[config.mk]
export PLATFORM = sky130hd
export DESIGN_NAME = single_wire_sensor_reader_unit
export DESIGN_NICKNAME = d
export VERILOG_FILES = /design/src/rtl/swsr_pkg.sv /design/src/rtl/single_wire_sensor_reader_unit.sv /design/src/rtl/swsr_cfg.sv /design/src/rtl/swsr_core.sv /design/src/rtl/swsr_obuf.sv
export SDC_FILE = /design/constraint.sdc
export NUM_CORES = 1
export LEC_CHECK = 0
export BUFFER_PORTS_ARGS = -buffer_cell sky130_fd_sc_hd__buf_4
export CAP_MARGIN = 10
export CORE_ASPECT_RATIO = 2
export CORE_UTILIZATION = 55
export CTS_BUF_LIST = sky130_fd_sc_hd__clkbuf_16
export CTS_CLUSTER_SIZE = 12
export DETAILED_ROUTE_END_ITERATION = 16
export GPL_TIMING_DRIVEN = 1
export PLACE_DENSITY = 0.73
export SLEW_MARGIN = 10
export SYNTH_ARGS = -nofsm -noshare
export SYNTH_HDL_FRONTEND = slang
export SYNTH_SLANG_ARGS = --single-unit
[constraint.sdc]
create_clock -name clk -period 8.88 [get_ports clk]
set_clock_uncertainty 0.2 [all_clocks]
set_input_delay 0.888 -clock clk [delete_from_list [all_inputs] [get_ports clk]]
set_output_delay 0.888 -clock clk [all_outputs]
set_load 0.005 [all_outputs]
[src/rtl/swsr_pkg.sv]
package swsr_pkg;

    // Register widths and reset values
    localparam int START_WIDTH   = 20;
    localparam int TIMEOUT_WIDTH = 16;
    localparam int THRESH_WIDTH  = 16;
    localparam int CFG_DATA_WIDTH = 20;
    localparam int CFG_INDEX_WIDTH = 2;

    localparam logic [START_WIDTH-1:0]   START_LOW_RESET = 20'd20000;
    localparam logic [TIMEOUT_WIDTH-1:0] TIMEOUT_RESET   = 16'd254;
    localparam logic [THRESH_WIDTH-1:0]  THRESH_RESET    = 16'd31;

    // Register indexes
    localparam logic [CFG_INDEX_WIDTH-1:0] CFG_START_LOW = 2'd0;
    localparam logic [CFG_INDEX_WIDTH-1:0] CFG_TIMEOUT   = 2'd1;
    localparam logic [CFG_INDEX_WIDTH-1:0] CFG_THRESH    = 2'd2;

    // Frame layout
    localparam int FRAME_BITS = 40;
    localparam int INDEX_WIDTH = 6;
    localparam logic [INDEX_WIDTH-1:0] TOTAL_BITS = 6'd40;

    typedef enum logic [2:0] {
        PH_IDLE  = 3'd0,
        PH_START = 3'd1,
        PH_RESP1 = 3'd2,
        PH_RESP2 = 3'd3,
        PH_RESP3 = 3'd4,
        PH_BITLO = 3'd5,
        PH_BITHI = 3'd6
    } phase_t;

    typedef struct packed {
        logic [START_WIDTH-1:0]   start_low_ticks;
        logic [TIMEOUT_WIDTH-1:0] response_timeout_ticks;
        logic [THRESH_WIDTH-1:0]  one_threshold_ticks;
    } cfg_t;

    typedef struct packed {
        logic       drive_low;
        logic       busy_res;
        logic       data_valid;
        logic       retry_pulse;
        logic [7:0] humidity_whole;
        logic [7:0] humidity_fraction;
        logic [7:0] temperature_whole;
        logic [7:0] temperature_fraction;
        logic [7:0] checksum_byte;
    } result_t;

endpackage

[src/rtl/single_wire_sensor_reader_unit.sv]
// Single-wire temperature and humidity sensor reader.
// Input channel: one word per sample tick of the data wire, carrying the
// sampled line_level and action (1 requests a read when idle). Output
// channel: one result word per input word, giving drive_low for the wire
// driver, busy_res, the data_valid and retry_pulse strobes, and the five
// bytes of the last completed read (zero until the first read finishes).
// Result words are registered in the output buffer. Throughput: one word
// per clock while in_stall is low; the reader state updates in a single
// pass between the state registers and the output register.
// A two-word output buffer lets input continue while a result waits;
// in_stall rises only when both buffer entries are occupied, so a stalled
// receiver holds back the input after one extra word.
// Configuration: cfg_we writes register cfg_index (0 start low ticks,
// 1 response timeout, 2 one threshold) with cfg_data; write only while
// idle. Reset returns the reader to idle, clears the bytes and loads the
// default register values (20000, 254, 31).
module single_wire_sensor_reader_unit #(
    parameter int COUNTER_WIDTH = 16
) (
    input  logic                                 clk,
    input  logic                                 rst_n,
    input  logic                                 in_valid,
    output logic                                 in_stall,
    input  logic                                 action,
    input  logic                                 line_level,
    output logic                                 out_valid,
    input  logic                                 out_stall,
    output logic                                 drive_low,
    output logic                                 busy_res,
    output logic                                 data_valid,
    output logic                                 retry_pulse,
    output logic [7:0]                           humidity_whole,
    output logic [7:0]                           humidity_fraction,
    output logic [7:0]                           temperature_whole,
    output logic [7:0]                           temperature_fraction,
    output logic [7:0]                           checksum_byte,
    input  logic                                 cfg_we,
    input  logic [swsr_pkg::CFG_INDEX_WIDTH-1:0] cfg_index,
    input  logic [swsr_pkg::CFG_DATA_WIDTH-1:0]  cfg_data
);
    import swsr_pkg::*;

    cfg_t    cfg;
    result_t core_word;
    result_t out_word;
    logic    buf_full;
    logic    accept;

    assign in_stall = buf_full;
    assign accept   = in_valid && !buf_full;

    swsr_cfg u_cfg (
        .clk       (clk),
        .rst_n     (rst_n),
        .cfg_we    (cfg_we),
        .cfg_index (cfg_index),
        .cfg_data  (cfg_data),
        .cfg       (cfg)
    );

    swsr_core #(
        .COUNTER_WIDTH (COUNTER_WIDTH)
    ) u_core (
        .clk        (clk),
        .rst_n      (rst_n),
        .accept     (accept),
        .action     (action),
        .line_level (line_level),
        .cfg        (cfg),
        .result     (core_word)
    );

    swsr_obuf u_obuf (
        .clk       (clk),
        .rst_n     (rst_n),
        .push      (accept),
        .push_word (core_word),
        .full      (buf_full),
        .out_valid (out_valid),
        .out_stall (out_stall),
        .out_word  (out_word)
    );

    // Unpack the result word onto the ports
    assign drive_low            = out_word.drive_low;
    assign busy_res             = out_word.busy_res;
    assign data_valid           = out_word.data_valid;
    assign retry_pulse          = out_word.retry_pulse;
    assign humidity_whole       = out_word.humidity_whole;
    assign humidity_fraction    = out_word.humidity_fraction;
    assign temperature_whole    = out_word.temperature_whole;
    assign temperature_fraction = out_word.temperature_fraction;
    assign checksum_byte        = out_word.checksum_byte;

endmodule

[src/rtl/swsr_cfg.sv]
module swsr_cfg (
    input  logic                                clk,
    input  logic                                rst_n,
    input  logic                                cfg_we,
    input  logic [swsr_pkg::CFG_INDEX_WIDTH-1:0] cfg_index,
    input  logic [swsr_pkg::CFG_DATA_WIDTH-1:0]  cfg_data,
    output swsr_pkg::cfg_t                      cfg
);
    import swsr_pkg::*;

    cfg_t cfg_reg;
    cfg_t cfg_next;

    // Decode the register write
    always_comb
    begin
        cfg_next = cfg_reg;
        if (cfg_we)
        begin
            unique case (cfg_index)
                CFG_START_LOW: cfg_next.start_low_ticks = cfg_data[START_WIDTH-1:0];
                CFG_TIMEOUT:   cfg_next.response_timeout_ticks = cfg_data[TIMEOUT_WIDTH-1:0];
                CFG_THRESH:    cfg_next.one_threshold_ticks = cfg_data[THRESH_WIDTH-1:0];
                default:       cfg_next = cfg_reg;
            endcase
        end
    end

    always_ff @(posedge clk or negedge rst_n)
    begin
        if (!rst_n)
        begin
            cfg_reg.start_low_ticks        <= START_LOW_RESET;
            cfg_reg.response_timeout_ticks <= TIMEOUT_RESET;
            cfg_reg.one_threshold_ticks    <= THRESH_RESET;
        end
        else
        begin
            cfg_reg <= cfg_next;
        end
    end

    assign cfg = cfg_reg;

endmodule

[src/rtl/swsr_core.sv]
module swsr_core #(
    parameter int COUNTER_WIDTH = 16
) (
    input  logic              clk,
    input  logic              rst_n,
    input  logic              accept,
    input  logic              action,
    input  logic              line_level,
    input  swsr_pkg::cfg_t    cfg,
    output swsr_pkg::result_t result
);
    import swsr_pkg::*;

    localparam int TW = (COUNTER_WIDTH > START_WIDTH) ? COUNTER_WIDTH : START_WIDTH;
    localparam logic [TW-1:0] SAT_TOP = TW'((64'd1 << COUNTER_WIDTH) - 64'd1);
    localparam logic [TW-1:0] ONE = TW'(1);

    phase_t                 phase_reg, phase_next;
    logic [TW-1:0]          tick_reg, tick_next;
    logic [INDEX_WIDTH-1:0] index_reg, index_next;
    logic [FRAME_BITS-1:0]  bits_reg, bits_next;
    logic [FRAME_BITS-1:0]  shown_reg, shown_next;

    logic [TW-1:0]          tick_sat;
    logic [TW-1:0]          start_len;
    logic [TW-1:0]          timeout_len;
    logic [TW-1:0]          thresh_len;
    logic                   enter_to;
    logic                   timeout;
    logic                   valid;
    logic                   bit_val;

    // Widen the registers to the tick width TW (COUNTER_WIDTH or START_WIDTH, the larger)
    assign start_len   = TW'(cfg.start_low_ticks);
    assign timeout_len = TW'(cfg.response_timeout_ticks);
    assign thresh_len  = TW'(cfg.one_threshold_ticks);
    assign tick_sat    = (tick_reg >= SAT_TOP) ? SAT_TOP : tick_reg + ONE;
    assign enter_to    = (ONE >= timeout_len);
    assign bit_val     = (tick_reg > thresh_len);

    // Advance the reader state by one sample
    always_comb
    begin
        phase_next = phase_reg;
        tick_next  = tick_reg;
        index_next = index_reg;
        bits_next  = bits_reg;
        shown_next = shown_reg;
        timeout    = 1'b0;
        valid      = 1'b0;
        unique case (phase_reg)
            PH_START:
            begin
                if (tick_reg >= start_len)
                begin
                    phase_next = PH_RESP1;
                    tick_next  = '0;
                end
                else
                begin
                    tick_next = tick_reg + ONE;
                end
            end
            PH_RESP1:
            begin
                if (line_level)
                begin
                    tick_next = tick_sat;
                    timeout   = (tick_sat >= timeout_len);
                end
                else
                begin
                    phase_next = PH_RESP2;
                    tick_next  = ONE;
                    timeout    = enter_to;
                end
            end
            PH_RESP2:
            begin
                if (!line_level)
                begin
                    tick_next = tick_sat;
                    timeout   = (tick_sat >= timeout_len);
                end
                else
                begin
                    phase_next = PH_RESP3;
                    tick_next  = ONE;
                    timeout    = enter_to;
                end
            end
            PH_RESP3:
            begin
                if (line_level)
                begin
                    tick_next = tick_sat;
                    timeout   = (tick_sat >= timeout_len);
                end
                else
                begin
                    phase_next = PH_BITLO;
                    tick_next  = '0;
                end
            end
            PH_BITLO:
            begin
                if (line_level)
                begin
                    phase_next = PH_BITHI;
                    tick_next  = ONE;
                end
            end
            PH_BITHI:
            begin
                if (line_level)
                begin
                    tick_next = tick_sat;
                end
                else
                begin
                    bits_next  = {bits_reg[FRAME_BITS-2:0], bit_val};
                    index_next = index_reg + INDEX_WIDTH'(1);
                    tick_next  = '0;
                    if (index_next >= TOTAL_BITS)
                    begin
                        shown_next = bits_next;
                        valid      = 1'b1;
                        phase_next = PH_IDLE;
                        index_next = '0;
                    end
                    else
                    begin
                        phase_next = PH_BITLO;
                    end
                end
            end
            default:
            begin
                phase_next = PH_IDLE;
                if (action)
                begin
                    bits_next  = '0;
                    index_next = '0;
                    phase_next = PH_START;
                    tick_next  = ONE;
                end
            end
        endcase
        // Restart the start pulse on a response timeout
        if (timeout)
        begin
            phase_next = PH_START;
            tick_next  = ONE;
        end
    end

    // Form the result word from the updated state
    always_comb
    begin
        result.drive_low            = (phase_next == PH_START);
        result.busy_res             = (phase_next != PH_IDLE);
        result.data_valid           = valid;
        result.retry_pulse          = timeout;
        result.humidity_whole       = shown_next[39:32];
        result.humidity_fraction    = shown_next[31:24];
        result.temperature_whole    = shown_next[23:16];
        result.temperature_fraction = shown_next[15:8];
        result.checksum_byte        = shown_next[7:0];
    end

    always_ff @(posedge clk or negedge rst_n)
    begin
        if (!rst_n)
        begin
            phase_reg <= PH_IDLE;
            tick_reg  <= '0;
            index_reg <= '0;
            bits_reg  <= '0;
            shown_reg <= '0;
        end
        else if (accept)
        begin
            phase_reg <= phase_next;
            tick_reg  <= tick_next;
            index_reg <= index_next;
            bits_reg  <= bits_next;
            shown_reg <= shown_next;
        end
    end

endmodule

[src/rtl/swsr_obuf.sv]
module swsr_obuf (
    input  logic              clk,
    input  logic              rst_n,
    input  logic              push,
    input  swsr_pkg::result_t push_word,
    output logic              full,
    output logic              out_valid,
    input  logic              out_stall,
    output swsr_pkg::result_t out_word
);
    import swsr_pkg::*;

    logic    main_valid_reg, main_valid_next;
    logic    skid_valid_reg, skid_valid_next;
    result_t main_reg, main_next;
    result_t skid_reg, skid_next;
    logic    pop;

    assign pop = main_valid_reg && !out_stall;

    // Load pushed words into the output or skid register, and move words from the skid to the output register
    always_comb
    begin
        main_valid_next = main_valid_reg;
        skid_valid_next = skid_valid_reg;
        main_next       = main_reg;
        skid_next       = skid_reg;
        if (skid_valid_reg)
        begin
            if (pop)
            begin
                main_next       = skid_reg;
                skid_valid_next = 1'b0;
            end
        end
        else if (push)
        begin
            if (!main_valid_reg || pop)
            begin
                main_next       = push_word;
                main_valid_next = 1'b1;
            end
            else
            begin
                skid_next       = push_word;
                skid_valid_next = 1'b1;
            end
        end
        else if (pop)
        begin
            main_valid_next = 1'b0;
        end
    end

    always_ff @(posedge clk or negedge rst_n)
    begin
        if (!rst_n)
        begin
            main_valid_reg <= 1'b0;
            skid_valid_reg <= 1'b0;
        end
        else
        begin
            main_valid_reg <= main_valid_next;
            skid_valid_reg <= skid_valid_next;
        end
    end

    // Hold payload without reset
    always_ff @(posedge clk)
    begin
        main_reg <= main_next;
        skid_reg <= skid_next;
    end

    assign full      = skid_valid_reg;
    assign out_valid = main_valid_reg;
    assign out_word  = main_reg;

endmodule

==> summary.txt <==
Status
  – Status: complete, no violations

Place
  – # port buffers: 74
  – Final Wtd Congestion: 0.916
  – Detailed Place HPWL: 17500 um

Floorplan
  – Die Ht: 212 um
  – IO Count: 75
  – Die area: 22700 um^2
  – Rows: 76
  – Die W: 107 um
  – Core Box Area: 21600 um^2
  – Starting Density: 56.3%

Clocking
  – Post_cts resized: 0
  – H-tree depth: 1
  – Worst-Skew Late Latency: 0.52 ns
  – Maximum root-to-sink buffer count: 3
  – CTS Sinks: 250
  – Total setup buffers inserted after CTS: 0
  – Cts hold-fix bufs: 0
  – CTS tree: built
  – Clock buffer count from CTS: 25
  – Root Driver: clkbuf_16
  – Clk slew on worst S/H paths: 0.06 ns

Yosys
  – Synth async-reset ratio: 64.8%
  – Ys Warns: 0
  – Post-Syn Area per Cell: 11.6 um^2
  – Register area share after synthesis: 55.3%
  – Synth cell types: 65
  – EDFF count, synth: 88
  – Mapped Cells: 1045
  – FF+latch count, synth: 250
  – Syn Std Cell Area: 12200 um^2
  – Ys flop type: dfrtp_1
  – Synth Net Count: 1129

Detailed routing
  – Vias per cell: 5.85
  – Vias: 8148
  – DRT antenna net count: 0
  – Detailed Route WL: 25500 um
  – Router iterations before antenna repair: 7
  – DR DRC count: 0
  – Wirelength per Cell: 18.3 um
  – First DRT Iteration DRCs: 350

Critical path
  – R2R cell count: 14
  – Critical Path, Cell by Cell: ha_1 > nand3_1 > nor3_1 > nor4b_2 > nor2_1 > nand2_1 > ha_1 > a21oi_1 > a21boi_0 > nor4b_1 > a31oi_1 > nor2_2 > nand2_1 > o211ai_1
  – Critical Path Source Type: flip-flop
  – Crit. End Element: flip-flop
  – Critical Path RT: 9.10 ns
  – Worst EP arrival: 5.86 ns
  – Critical path peak fanout: 24
  – Crit path max-delay cell type: nor2_2
  – Crit Path Category: reg2reg
  – Slowest stage delay, CP: 0.81 ns

Timing
  – Final hold viol count: 0
  – Max Fclk: 0.177 GHz
  – Fin Setup TNS: 0 ns
  – RSZ-0062 raised after global routing: false
  – Max-slew violations: 0
  – Setup-failing EPs final: 0
  – Final min period: 5.65 ns
  – Worst-Margin Slew: 1.11 ns
  – Min Hold Slack: 0.114 ns
  – Fin crit share: 63.6%
  – Rel. slew slack: 25.8%

Global routing
  – First-pass GRT wire length: 42100 um
  – Vias in the first global route: 8446
  – Initial antenna violation count: 0
  – Final global-route overflow total: 0
  – All-layer global routing usage: 23.7%
  – Largest net degree at the start of global routing: 62

Cells and area
  – Final Core Density: 63.1%
  – Most frequent cells in the layout: 186 x nand2_1, 144 x dfrtp_1, 88 x edfxtp_1, 83 x inv_1, 81 x buf_4
  – Antenna Cells: 0
  – Area Overhead vs Synth: 12.1%
  – Number of fill cells in the layout: 1747
  – Max reg flops: 52
  – FF/Latch Area: 6720 um^2
  – Final nets: 1187
  – Area of the multi-input gates: 4970 um^2
  – Commonest non-fill, non-tap cell in the layout: nand2_1
  – Layout cells sized above 1: 22.9%

Power
  – NetSw: 925 uW
  – Static Leakage: 0.00644 uW
  – Sw frac: 29.1%
  – VDD IR max: 0.347 mV
  – Part of the power in combinational logic: 23.5%
  – Internal power: 2250 uW
  – PwrDens: 233 nW/um^2
  – Reg power frac: 47.5%
  – Clock share of power: 28.9%

Min path
  – Worst Hold Class: in2async

Job
  – Max Cap Violations: 0
[metal layers]
metal | GRT usage, % | share of wire (%) | vias to the layer above
met4 | 15.9 | 6.7 | 0
met2 | 42.9 | 53 | 189
met3 | 2.39 | 3.3 | 84
li1 | - | - | 3870
met5 | 0 | 0 | -
met1 | 25.8 | 37 | 4005
[cells by family (layout without fill, tap and decap cells)]
| logic type | Yosys count | in the layout | synth area share (%) |
|---|---|---|---|
| simple gates | 295 | 295 | 11.0 |
| flops | 250 | 250 | 55.3 |
| compound gates | 197 | 197 | 11.2 |
| buf+inv | 120 | 196 | 4.07 |
| mux | 116 | 116 | 12.0 |
| fa+ha+maj | 55 | 55 | 5.66 |
| xor+xnor | 12 | 12 | 0.865 |
[stage by stage]
step / area (um^2) / setup slack, ns / instances / total power (uW)
detailed placement: 12900 / 3.44 / 1349 / 2280
global route: 13600 / 2.73 / 1394 / 3340
floorplan: 12200 / 4.73 / 1045 / 1980
finish: 13600 / 3.23 / 1394 / 3170
global placement: 12900 / 3.61 / 1349 / 2260
CTS: 13600 / 3.38 / 1394 / 3210
[cell type report]
type                            instances  share of cell area, %
Clock inverter                         20                  0.579
Clock buffer                           25                   4.59
Sequential cell                       250                   49.3
Inverter                               69                   1.91
Multi-Input combinational cell        675                   36.5
Timing Repair Buffer                   82                   4.55
Tap cell                              273                   2.51
[cells in the mapped netlist, types with 3 or more instances]
cell | n | area share [%]
o21a_1 | 11 | 0.68
nand3_1 | 17 | 0.70
buf_2 | 10 | 0.41
mux2_2 | 75 | 7.0
nor2b_1 | 6 | 0.31
a211oi_1 | 3 | 0.19
ha_1 | 55 | 5.7
nor3_1 | 7 | 0.29
edfxtp_1 | 88 | 22
xnor2_1 | 12 | 0.86
nand2b_1 | 9 | 0.46
and4_1 | 3 | 0.22
buf_6 | 4 | 0.37
o31ai_1 | 4 | 0.25
clkbuf_1 | 35 | 1.1
nand4_1 | 11 | 0.57
dfstp_2 | 17 | 3.7
mux2_4 | 40 | 4.9
o22ai_1 | 12 | 0.62
nor4_1 | 6 | 0.31
a22o_1 | 39 | 2.8
a31oi_1 | 19 | 0.98
a32oi_1 | 3 | 0.22
o21ai_0 | 47 | 1.9
a21oi_1 | 24 | 0.99
inv_1 | 68 | 2.1
nand2_1 | 187 | 5.8
a21o_1 | 5 | 0.31
nand3b_1 | 5 | 0.31
and3_1 | 7 | 0.36
nor2_1 | 23 | 0.71
dfrtp_1 | 145 | 30
a21boi_0 | 3 | 0.19
[worst paths after layout]
| check | start | end | slack, ns |
|---|---|---|---|
| worst max register to register | u_core.tick_reg[1] | u_core.tick_reg[2] | 3.23 |
| min in group clk | u_cfg.cfg[5] | u_cfg.cfg[5] | 0.30 |
| worst min register to register | u_cfg.cfg[5] | u_cfg.cfg[5] | 0.30 |
| worst min-delay path | rst_n | u_cfg.cfg[13] | 0.11 |
| worst max-delay path | u_core.tick_reg[1] | u_core.tick_reg[2] | 3.23 |
| max in group asynchronous | rst_n | u_core.bits_reg[35] | 6.54 |
[power by group through the flow]
stage                     Sequential (uW)  Clock (uW)  Combinational [uW]
after CTS                            1510         944                 755
final                                1510         918                 748
after floorplan                      1500           0                 479
after global placement               1520           0                 741
after global routing                 1530         987                 827
after detailed placement             1530           0                 751
[critical path: cells and delay by family (launching register included)]
| kind | cells | cell delay [ns] |
|---|---|---|
| compound gates | 4 | 0.79 |
| fa+ha+maj | 2 | 0.50 |
| flops | 1 | 0.46 |
| simple gates | 8 | 3.57 |
No activity file was read; power rests on OpenSTA's default activity.
